**config.mk**
```make
export PLATFORM = sky130hd
export DESIGN_NAME = matrix_multiply_4x4_core
export DESIGN_NICKNAME = d
export VERILOG_FILES = /design/src/rtl/mm4_pkg.sv /design/src/rtl/mm4_mac.sv /design/src/rtl/matrix_multiply_4x4_core.sv
export SDC_FILE = /design/constraint.sdc
export NUM_CORES = 2
export LEC_CHECK = 0
export BUFFER_PORTS_ARGS = -buffer_cell sky130_fd_sc_hd__buf_4
export CORE_ASPECT_RATIO = 0.6
export CORE_MARGIN = 3
export CORE_UTILIZATION = 29
export DETAILED_ROUTE_END_ITERATION = 10
export PLACE_DENSITY = 0.46
export SLEW_MARGIN = 40
export SYNTH_ARGS = -nofsm -noshare
export SYNTH_HDL_FRONTEND = slang
export SYNTH_SLANG_ARGS = --single-unit
```
**constraint.sdc**
```tcl
create_clock -name clk -period 10.25 [get_ports clk]
set_clock_uncertainty 0.2 [all_clocks]
set_input_delay 2.05 -clock clk [delete_from_list [all_inputs] [get_ports clk]]
set_output_delay 2.05 -clock clk [all_outputs]
set_load 0.005 [all_outputs]
```
**src/rtl/mm4_pkg.sv**
```systemverilog
`default_nettype none

package mm4_pkg;

  // Matrix size and derived widths
  localparam int MATRIX_DIM = 4;
  localparam int NELEM      = MATRIX_DIM * MATRIX_DIM;
  localparam int K_W        = $clog2(MATRIX_DIM);
  localparam int ELEM_W     = $clog2(NELEM);
  localparam int DATA_W     = 32;
  localparam int PROD_W     = 2 * DATA_W;
  localparam int ACC_W      = PROD_W + $clog2(MATRIX_DIM) + 1;
  localparam int IDX_W      = 4;
  localparam int FRAC_W     = 5;

  localparam logic [FRAC_W-1:0] FRAC_RESET = FRAC_W'(16);

  // Item mode codes
  localparam logic [1:0] MODE_WR_A    = 2'd0;
  localparam logic [1:0] MODE_WR_B    = 2'd1;
  localparam logic [1:0] MODE_COMPUTE = 2'd2;

  typedef struct packed {
    logic [1:0]               mode;
    logic [IDX_W-1:0]         element_index;
    logic signed [DATA_W-1:0] element_value;
  } in_item_t;

  typedef struct packed {
    logic [IDX_W-1:0]         result_index;
    logic signed [DATA_W-1:0] result_value;
    logic                     saturated;
    logic                     last;
  } out_item_t;

  // Control travelling with each operand pair into the MAC
  typedef struct packed {
    logic valid;
    logic first;
    logic last;
  } mac_ctl_t;

  typedef struct packed {
    logic signed [DATA_W-1:0] value;
    logic                     saturated;
  } mac_res_t;

  typedef enum logic [1:0] {
    ST_IDLE,
    ST_MAC,
    ST_WAIT,
    ST_OUT
  } mm4_state_t;

endpackage

`default_nettype wire

```
**src/rtl/mm4_mac.sv**
```systemverilog
`default_nettype none

module mm4_mac import mm4_pkg::*; (
  input  wire logic                     clk,
  input  wire logic                     rst_n,
  input  wire mac_ctl_t                 ctl,
  input  wire logic signed [DATA_W-1:0] op_a,
  input  wire logic signed [DATA_W-1:0] op_b,
  input  wire logic [FRAC_W-1:0]        frac_bits,
  output mac_res_t                      res,
  output logic                          res_valid
);

  logic signed [PROD_W-1:0] prod_r;
  mac_ctl_t                 prod_ctl_r;
  logic signed [ACC_W-1:0]  acc_r;
  logic signed [ACC_W-1:0]  acc_nxt;
  logic                     acc_done_r;
  logic signed [ACC_W-1:0]  sh_r;
  logic signed [ACC_W-1:0]  sh_nxt;
  logic                     sh_valid_r;
  mac_res_t                 res_r;
  mac_res_t                 res_nxt;
  logic                     res_valid_r;
  logic signed [ACC_W-1:0]  prod_ext;
  logic [ACC_W-DATA_W:0]    sh_top;

  assign prod_ext = $signed({{(ACC_W - PROD_W){prod_r[PROD_W-1]}}, prod_r});

  always_comb begin
    acc_nxt = prod_ctl_r.first ? prod_ext : acc_r + prod_ext;
    // arithmetic shift floors towards minus infinity
    sh_nxt  = acc_r >>> frac_bits;
  end

  // In range when every bit above the result's sign bit matches it
  assign sh_top = sh_r[ACC_W-1:DATA_W-1];

  always_comb begin
    if ((&sh_top) || !(|sh_top)) begin
      res_nxt.value     = sh_r[DATA_W-1:0];
      res_nxt.saturated = 1'b0;
    end else begin
      res_nxt.value     = sh_r[ACC_W-1] ? {1'b1, {(DATA_W-1){1'b0}}}
                                        : {1'b0, {(DATA_W-1){1'b1}}};
      res_nxt.saturated = 1'b1;
    end
  end

  always_ff @(posedge clk) begin
    if (!rst_n) begin
      prod_ctl_r  <= '0;
      acc_done_r  <= 1'b0;
      sh_valid_r  <= 1'b0;
      res_valid_r <= 1'b0;
    end else begin
      prod_ctl_r  <= ctl;
      acc_done_r  <= prod_ctl_r.valid && prod_ctl_r.last;
      sh_valid_r  <= acc_done_r;
      res_valid_r <= sh_valid_r;
    end
  end

  always_ff @(posedge clk) begin
    prod_r <= op_a * op_b;
    if (prod_ctl_r.valid) begin
      acc_r <= acc_nxt;
    end
    if (acc_done_r) begin
      sh_r <= sh_nxt;
    end
    if (sh_valid_r) begin
      res_r <= res_nxt;
    end
  end

  assign res       = res_r;
  assign res_valid = res_valid_r;

endmodule

`default_nettype wire

```
**src/rtl/matrix_multiply_4x4_core.sv**
```systemverilog
`default_nettype none

// Fixed-point 4x4 matrix multiplier. Write items (mode 0 for A, 1 for B) store one
// element each; mode 3 and out-of-range writes are dropped. A compute item (mode 2)
// emits the 16 elements of A*B in row-major order, the last one flagged. Each
// element is the exact dot product shifted right (floor) by fraction_bits and
// clamped to signed 32 bits, with saturated set when clamped. One multiplier walks
// the dot product a term per cycle, then a four-stage multiply, accumulate, shift
// and clamp pipe drains before the element is offered at the output; in_stall is
// high from the compute item until the last element is loaded for output. Both
// stores clear at reset and fraction_bits resets to 16. Write cfg only while idle.
module matrix_multiply_4x4_core import mm4_pkg::*; (
  input  wire logic              clk,
  input  wire logic              rst_n,
  input  wire logic              in_valid,
  output logic                   in_stall,
  input  wire in_item_t          in_data,
  output logic                   out_valid,
  input  wire logic              out_stall,
  output out_item_t              out_data,
  input  wire logic              cfg_wr_en,
  input  wire logic [FRAC_W-1:0] cfg_wr_data
);

  mm4_state_t               state_r, state_nxt;
  logic [K_W-1:0]           row_r, row_nxt;
  logic [K_W-1:0]           col_r, col_nxt;
  logic [K_W-1:0]           k_r, k_nxt;
  logic [FRAC_W-1:0]        frac_r;
  logic [DATA_W-1:0]        a_store_r [NELEM];
  logic [DATA_W-1:0]        b_store_r [NELEM];
  logic signed [DATA_W-1:0] op_a_r, op_b_r;
  mac_ctl_t                 op_ctl_r, issue_ctl;
  mac_res_t                 mac_res;
  logic                     mac_res_valid;
  logic [ELEM_W-1:0]        a_addr, b_addr, out_pos;
  logic                     in_xfer, wr_ok;
  logic                     elem_last, out_free, out_load;
  logic                     out_valid_r, out_valid_nxt;
  out_item_t                out_data_r;

  assign in_xfer  = in_valid && !in_stall;
  assign in_stall = (state_r != ST_IDLE);
  assign wr_ok    = (32'(in_data.element_index) < NELEM);

  assign a_addr  = ELEM_W'(row_r) * ELEM_W'(MATRIX_DIM) + ELEM_W'(k_r);
  assign b_addr  = ELEM_W'(k_r) * ELEM_W'(MATRIX_DIM) + ELEM_W'(col_r);
  assign out_pos = ELEM_W'(row_r) * ELEM_W'(MATRIX_DIM) + ELEM_W'(col_r);

  assign elem_last = (row_r == K_W'(MATRIX_DIM - 1)) && (col_r == K_W'(MATRIX_DIM - 1));
  assign out_free  = !out_valid_r || !out_stall;

  always_comb begin
    state_nxt = state_r;
    row_nxt   = row_r;
    col_nxt   = col_r;
    k_nxt     = k_r;
    issue_ctl = '0;
    out_load  = 1'b0;
    unique case (state_r)
      ST_IDLE: begin
        if (in_xfer && in_data.mode == MODE_COMPUTE) begin
          row_nxt   = '0;
          col_nxt   = '0;
          k_nxt     = '0;
          state_nxt = ST_MAC;
        end
      end
      ST_MAC: begin
        issue_ctl.valid = 1'b1;
        issue_ctl.first = (k_r == '0);
        issue_ctl.last  = (k_r == K_W'(MATRIX_DIM - 1));
        if (issue_ctl.last) begin
          state_nxt = ST_WAIT;
        end else begin
          k_nxt = k_r + 1'b1;
        end
      end
      ST_WAIT: begin
        if (mac_res_valid) begin
          state_nxt = ST_OUT;
        end
      end
      ST_OUT: begin
        if (out_free) begin
          out_load = 1'b1;
          k_nxt    = '0;
          if (elem_last) begin
            state_nxt = ST_IDLE;
          end else begin
            state_nxt = ST_MAC;
            if (col_r == K_W'(MATRIX_DIM - 1)) begin
              col_nxt = '0;
              row_nxt = row_r + 1'b1;
            end else begin
              col_nxt = col_r + 1'b1;
            end
          end
        end
      end
      default: state_nxt = ST_IDLE;
    endcase
  end

  always_comb begin
    if (out_load) begin
      out_valid_nxt = 1'b1;
    end else if (out_valid_r && !out_stall) begin
      out_valid_nxt = 1'b0;
    end else begin
      out_valid_nxt = out_valid_r;
    end
  end

  always_ff @(posedge clk) begin
    if (!rst_n) begin
      state_r     <= ST_IDLE;
      row_r       <= '0;
      col_r       <= '0;
      k_r         <= '0;
      frac_r      <= FRAC_RESET;
      out_valid_r <= 1'b0;
      op_ctl_r    <= '0;
    end else begin
      state_r     <= state_nxt;
      row_r       <= row_nxt;
      col_r       <= col_nxt;
      k_r         <= k_nxt;
      out_valid_r <= out_valid_nxt;
      op_ctl_r    <= issue_ctl;
      if (cfg_wr_en) begin
        frac_r <= cfg_wr_data;
      end
    end
  end

  // Operand stores: cleared at reset, one element per write transfer
  always_ff @(posedge clk) begin
    if (!rst_n) begin
      for (int e = 0; e < NELEM; e++) begin
        a_store_r[e] <= '0;
        b_store_r[e] <= '0;
      end
    end else if (in_xfer && wr_ok) begin
      if (in_data.mode == MODE_WR_A) begin
        a_store_r[ELEM_W'(in_data.element_index)] <= in_data.element_value;
      end else if (in_data.mode == MODE_WR_B) begin
        b_store_r[ELEM_W'(in_data.element_index)] <= in_data.element_value;
      end
    end
  end

  always_ff @(posedge clk) begin
    op_a_r <= a_store_r[a_addr];
    op_b_r <= b_store_r[b_addr];
    if (out_load) begin
      out_data_r.result_index <= IDX_W'(out_pos);
      out_data_r.result_value <= mac_res.value;
      out_data_r.saturated    <= mac_res.saturated;
      out_data_r.last         <= elem_last;
    end
  end

  mm4_mac u_mac (
    .clk       (clk),
    .rst_n     (rst_n),
    .ctl       (op_ctl_r),
    .op_a      (op_a_r),
    .op_b      (op_b_r),
    .frac_bits (frac_r),
    .res       (mac_res),
    .res_valid (mac_res_valid)
  );

  assign out_valid = out_valid_r;
  assign out_data  = out_data_r;

  a_rise_from_out: assert property (@(posedge clk) disable iff (!rst_n)
    $rose(out_valid_r) |-> $past(state_r) == ST_OUT)
    else $error("output valid rose outside the output state");

  a_res_in_wait: assert property (@(posedge clk) disable iff (!rst_n)
    mac_res_valid |-> state_r == ST_WAIT)
    else $error("MAC result arrived while not waiting for it");

  a_last_pos: assert property (@(posedge clk) disable iff (!rst_n)
    out_valid_r && out_data_r.last |-> out_data_r.result_index == IDX_W'(NELEM - 1))
    else $error("last flag on an element other than the final one");

  a_idle_after_last: assert property (@(posedge clk) disable iff (!rst_n)
    state_r == ST_OUT && state_nxt == ST_IDLE |-> elem_last && out_load)
    else $error("compute finished before the final element was loaded");

endmodule

`default_nettype wire
```
# Yosys cells after proc, flatten, opt, wreduce, memory -nomap -nowiden
# Memory sizes are Yosys's and may differ from the RTL's. A register that Yosys moved wholly into a read port is not among the register bits.
# Index checks and enable logic that the tools add are counted.
dict set report totals {
  ff_bits 292
  ram_bits 1024
  elab_cells 119
  n_memories 2
}
dict set report op_classes {
  n_addsub 7
  mul 1
  eq_ne 15
  n_shift 1
  muxes 42
  n_reduce_logical 27
}
# memory words width rd rd_clocked_by_memory_dff write_ports line
set memory_table {}
lappend memory_table {a_store_r 16 32 1 1 16 matrix_multiply_4x4_core.sv:30} ;# logic [DATA_W-1:0] a_store_r [NELEM];
lappend memory_table {b_store_r 16 32 1 1 16 matrix_multiply_4x4_core.sv:31} ;# logic [DATA_W-1:0] b_store_r [NELEM];
# cell count
set ops {}
lappend ops {{$mux 32} 3}
lappend ops {{$add 67x64->67} 1}
lappend ops {{$mux 67} 1}
lappend ops {{$sshr 67x5->67} 1}
lappend ops {{$mul 32x32->64} 1}
lappend ops {{$reduce_or 32->1} 2}
lappend ops {{$reduce_and 36->1} 1}
lappend ops {{$reduce_or 36->1} 1}
lappend ops {{$mux 33} 1}
lappend ops {{$mux 2} 13}
lappend ops {{$mux 1} 17}
lappend ops {{$add 4x2->4} 3}
lappend ops {{$eq 2x2->1 const B} 6}
lappend ops {{$ne 2x2->1 const B} 6}
lappend ops {{$reduce_and 4->1} 3}
lappend ops {{$mux 4} 2}
lappend ops {{$pmux 2 s2} 2}
lappend ops {{$pmux 2 s4} 1}
lappend ops {{$add 2x1->2 const B} 3}
lappend ops {{$logic_not 2->1} 3}
lappend ops {{$pmux 2 s3} 1}
lappend ops {{$reduce_bool 2->1} 3}
lappend ops {{$logic_and 1x1->1} 5}
lappend ops {{$reduce_and 5->1} 1}
lappend ops {{other kinds (7)} 12}

# Longest topological paths before layout
dict set report logic_depth {
  ltp_word 8
  mapped_depth 29
}

# Cells and area by module
# From an unflattened synthesis, not the netlist that was laid out.
dict set report hier_totals {
  cells_unflattened 8545
  area_unflattened_um2 100981.8
}
# module instances cells_each area_each_um2 seq_area_each_um2
set modules_own_cells {}
lappend modules_own_cells {mm4_mac 1 5481 51597.0 6416.2}
lappend modules_own_cells {matrix_multiply_4x4_core 1 3064 49384.9 33512.1}

# Worst setup path before layout
# No wires, ideal clock.
dict set report synth_path {
  kind {reg-to-reg}
  startpoint {register op_a_r[31] (read register of a_store_r)}
  endpoint {register u_mac.prod_r[62]}
  setup_ps 72
  arrival_time_ps 7893
  required_time_ps 9978
  slack_ps 2085
  stages_incl_launch_ff 30
  n_path_buf 2
  synth_period_minus_slack_ps 8165
  path_cell_list {dfxtp_1 -> clkbuf_1 -> nand2_1 -> inv_1 -> fa_1 -> inv_1 -> fa_1 -> inv_1 -> fa_1 -> fa_1 -> inv_1 -> fa_1 -> inv_1 -> fa_1 -> fa_1 -> inv_1 -> fa_1 -> inv_1 -> ha_1 -> clkbuf_1 -> a21o_1 -> a21o_1 -> a221o_1 -> a21oi_1 -> o21bai_1 -> a211oi_2 -> o31a_2 -> nor2_2 -> a221oi_2 -> xnor2_1}
}
dict set report synth_between {
  elab_chain_len 1
}
# item line
set synth_lines {}
lappend synth_lines {{start, declared} matrix_multiply_4x4_core.sv:32} ;# logic signed [DATA_W-1:0] op_a_r, op_b_r;
lappend synth_lines {{$mul 32x32->64} mm4_mac.sv:65} ;# prod_r <= op_a * op_b;
lappend synth_lines {{end signal, assigned} mm4_mac.sv:65}
lappend synth_lines {{end, declared} mm4_mac.sv:14} ;# logic signed [PROD_W-1:0] prod_r;
# No other way between the ends.
# A chain may end at the register's enable or synchronous reset.

# Worst setup path after layout
dict set report layout_path {
  startpoint {register op_a_r[31] (read register of a_store_r)}
  endpoint {register u_mac.prod_r[57]}
}
# Same word-level chain as after synthesis.

==> out/results.tsv <==
metric	value	unit
run status	finished clean	
transition time at the pin with the least slew margin	0.930	ns
average wire length per cell after detail routing	24.5	um
DIE WIDTH	764	um
aggregate negative setup slack	0	ns
Post-CTS Setup Bufs	0	
worst slack on hold paths	0.218	ns
critical path required time	10.76	ns
number of hold violations in the final report	0	
placed wire-length estimate	223	mm
clock slew at the register clock pins of the worst setup and hold paths	0.07	ns
Period minus WS final	9.10	ns
placed cell count	12509	
Max Cap Viol	0	
Crit path arrival time	9.61	ns
DIE HEIGHT	461	um
vias per cell	4.85	
Starting DRT DRC Count	6450	
routed vias	62119	
number of inserted filler cells in the final layout	34029	
kind of end point of the critical path	register	
number of placement rows	166	
class of the most critical setup path	reg2reg	
CTS H-tree lvls	4	
latest clock arrival within the worst-skew pair	0.83	ns
starting density of the core	0.292	
antenna-violating nets left	0	
number of buffers created by CTS	153	
worst slew margin relative to its limit	0.380	
post-synthesis xor/xnor area fraction	0.0112	
pre-CTS setup slack	1.17	ns
total wire length	314	mm
Seq/Total Area, Yosys	0.399	
type of origin of the critical path	register	
Clock Tree Buf Depth	4	
Tightest Hold Check Type	reg2reg	
remaining global-route overflow	0	
area of the placeable core	342000	um^2
Post-CTS Hold Buffers	0	
Setup-failing EPs final	0	
Worst Slack Setup Final	1.15	ns
cell area after technology mapping	100000	um^2
Mapped Nets	9680	
multiplexer area fraction after synthesis	0.0940	
Synth Register Bits	1380	
Primary FF master, synth	sky130_fd_sc_hd__edfxtp_1	
post-route fraction of the period consumed by the critical path	0.888	
via count of the first global-routing pass	64430	
Final Max Tran Viols	0	
most common cell after layout, fill and taps aside	sky130_fd_sc_hd__and2_1	
total track usage	0.179	
Syn. warnings	0	
final weighted congestion in routability-driven placement	0.848	
layout overhead on the synthesized area	11.0	%
storage element area	40000	um^2
share of post-route cells with drive strength above 1	0.119	
remaining routing DRC violations	0	
first-pass iteration count of the detailed router	6	
main combinational cell family by area after synthesis	adder cells	
maximum clock frequency	0.110	GHz
full die area	352000	um^2
Cells after Synth	8290	
Port Buffers	87	
RSZ-0062 raised after global routing	no	
syn avg cell area	12.1	um^2
most frequent cells in the layout	sky130_fd_sc_hd__and2_1 (1,540), sky130_fd_sc_hd__edfxtp_1 (1,229), sky130_fd_sc_hd__fa_1 (1,083)	
wire length of the first global-routing pass	464	mm
synth unique cells	82	
area of combinational cells with multiple inputs	54600	um^2
# resized after CTS	0	
number of synthesized flops with an enable pin	1229	
share of synthesized cell area in and, or, nand and nor gates	0.145	
share of synthesized registers carrying an async set or reset	0	
non-filler instance count after layout	12805	
clock sink count	1380	
adder-cell share of the synthesized area	0.249	
# IOs	88	
pin count of the biggest net entering global routing	106	
Compound-Gate Fraction of Synth Area	0.0415	
Clock Root Buffer	sky130_fd_sc_hd__clkbuf_16	
critical path fanouts, max	25	
antenna violations before repair	37	
TritonCTS clock tree	done	
layout net count	9521	
-- kinds of logic (layout without fill, tap and decap cells) --
logic type	count (synthesis)	in the layout
mux	478	478
compound gates	654	654
simple gates	2706	2706
flops	1380	1380
other cells	0	26
xor+xnor	128	128
fa+ha+maj	1342	1342
buf+inv	1602	1555
-- state kept, by name, indices dropped and copies added (netlist names), 2 cells and up --
name	flops
u_mac.prod_ctl_r	3
row_r	2
frac_r	5
k_r	2
a_store_r	512
col_r	2
u_mac.res	33
u_mac.prod_r	64
op_ctl_r	3
state_r	2
u_mac.sh_r	67
op_b_r	32
u_mac.acc_r	67
op_a_r	32
b_store_r	512
out_data	38
-- worst max-delay path, cell delays in order, from the launching register on --
cell	delay, ns
sky130_fd_sc_hd__dfxtp_1	0.47
sky130_fd_sc_hd__buf_4	0.34
sky130_fd_sc_hd__and2_1	0.19
sky130_fd_sc_hd__fa_1	0.41
sky130_fd_sc_hd__inv_1	0.26
sky130_fd_sc_hd__fa_1	0.47
sky130_fd_sc_hd__inv_1	0.22
sky130_fd_sc_hd__fa_1	0.52
sky130_fd_sc_hd__fa_1	0.77
sky130_fd_sc_hd__inv_1	0.36
sky130_fd_sc_hd__fa_1	0.59
sky130_fd_sc_hd__inv_1	0.06
sky130_fd_sc_hd__fa_1	0.49
sky130_fd_sc_hd__fa_1	0.51
sky130_fd_sc_hd__inv_1	0.07
sky130_fd_sc_hd__fa_1	0.52
sky130_fd_sc_hd__inv_1	0.05
sky130_fd_sc_hd__ha_1	0.39
sky130_fd_sc_hd__a21o_1	0.22
sky130_fd_sc_hd__a21o_1	0.20
sky130_fd_sc_hd__a21oi_1	0.20
sky130_fd_sc_hd__o21ai_1	0.09
sky130_fd_sc_hd__a21o_1	0.19
sky130_fd_sc_hd__a21oi_1	0.16
sky130_fd_sc_hd__o21ai_0	0.14
sky130_fd_sc_hd__a311oi_2	0.57
sky130_fd_sc_hd__mux2i_1	0.15
sky130_fd_sc_hd__a211oi_1	0.20
-- final cells by class --
class,count,area share
clock inverters,61,0.00480
diodes,26,0.000586
well taps,4536,0.0511
inverters,1026,0.0347
clock buffers,206,0.0380
flip-flops and latches,1380,0.360
repair buffers,262,0.0192
multi-input cells,5308,0.492
-- per-stage QoR --
stage	utilization	area, um^2
after floorplan	-	100000
after global placement	0.310	106000
after detailed placement	0.310	106000
after CTS	0.324	111000
after global routing	0.324	111000
final	0.325	111000
-- per-layer routing --
layer	share of wire	routed length [um]	track usage	vias to the layer above
met2	0.37	115000	0.228	2250
met4	0.011	3410	0.0216	8
met5	0.00015	48	0	-
met1	0.53	166000	0.304	32571
li1	-	-	-	27027
met3	0.093	29100	0.0410	263
-- final timing paths --
| path | slack, ns | cells after the start | start | endpoint |
|---|---|---|---|---|
| setup / recovery | 1.15 | 27 | op_a_r[31] | u_mac.prod_r[57] |
| hold / removal | 0.22 | 0 | u_mac.res[0] | out_data[1] |
| setup reg to reg | 1.15 | 27 | op_a_r[31] | u_mac.prod_r[57] |
| hold reg to reg | 0.22 | 0 | u_mac.res[0] | out_data[1] |
-- cells in the mapped netlist (21+ instances only) --
cell                       count  area, um^2
sky130_fd_sc_hd__nand2_1     799        3000
sky130_fd_sc_hd__edfxtp_1   1229       36900
sky130_fd_sc_hd__nand3_1      36         180
sky130_fd_sc_hd__inv_1      1023        3840
sky130_fd_sc_hd__o21ai_1      30         150
sky130_fd_sc_hd__nor2b_1      22         138
sky130_fd_sc_hd__mux4_2      368        8290
sky130_fd_sc_hd__and2_1     1540        9630
sky130_fd_sc_hd__a31oi_1      22         138
sky130_fd_sc_hd__o21a_1       21         158
sky130_fd_sc_hd__a21oi_1     149         746
sky130_fd_sc_hd__nand2b_1     42         263
sky130_fd_sc_hd__ha_1        259        3240
sky130_fd_sc_hd__nor3_1       22         110
sky130_fd_sc_hd__xnor2_1      81         709
sky130_fd_sc_hd__dfxtp_1     151        3020
sky130_fd_sc_hd__nor2_1      147         552
sky130_fd_sc_hd__nand4_1      32         200
sky130_fd_sc_hd__a21o_1      117         878
sky130_fd_sc_hd__o21ai_0     180         901
sky130_fd_sc_hd__clkbuf_1    538        2020
sky130_fd_sc_hd__fa_1       1083       21700
sky130_fd_sc_hd__buf_1        38         143
sky130_fd_sc_hd__mux2i_1      99         991
sky130_fd_sc_hd__xor2_1       47         412
Power is not shown: default switching activity piles up to over one toggle a cycle in this logic, so the estimate is an artifact.
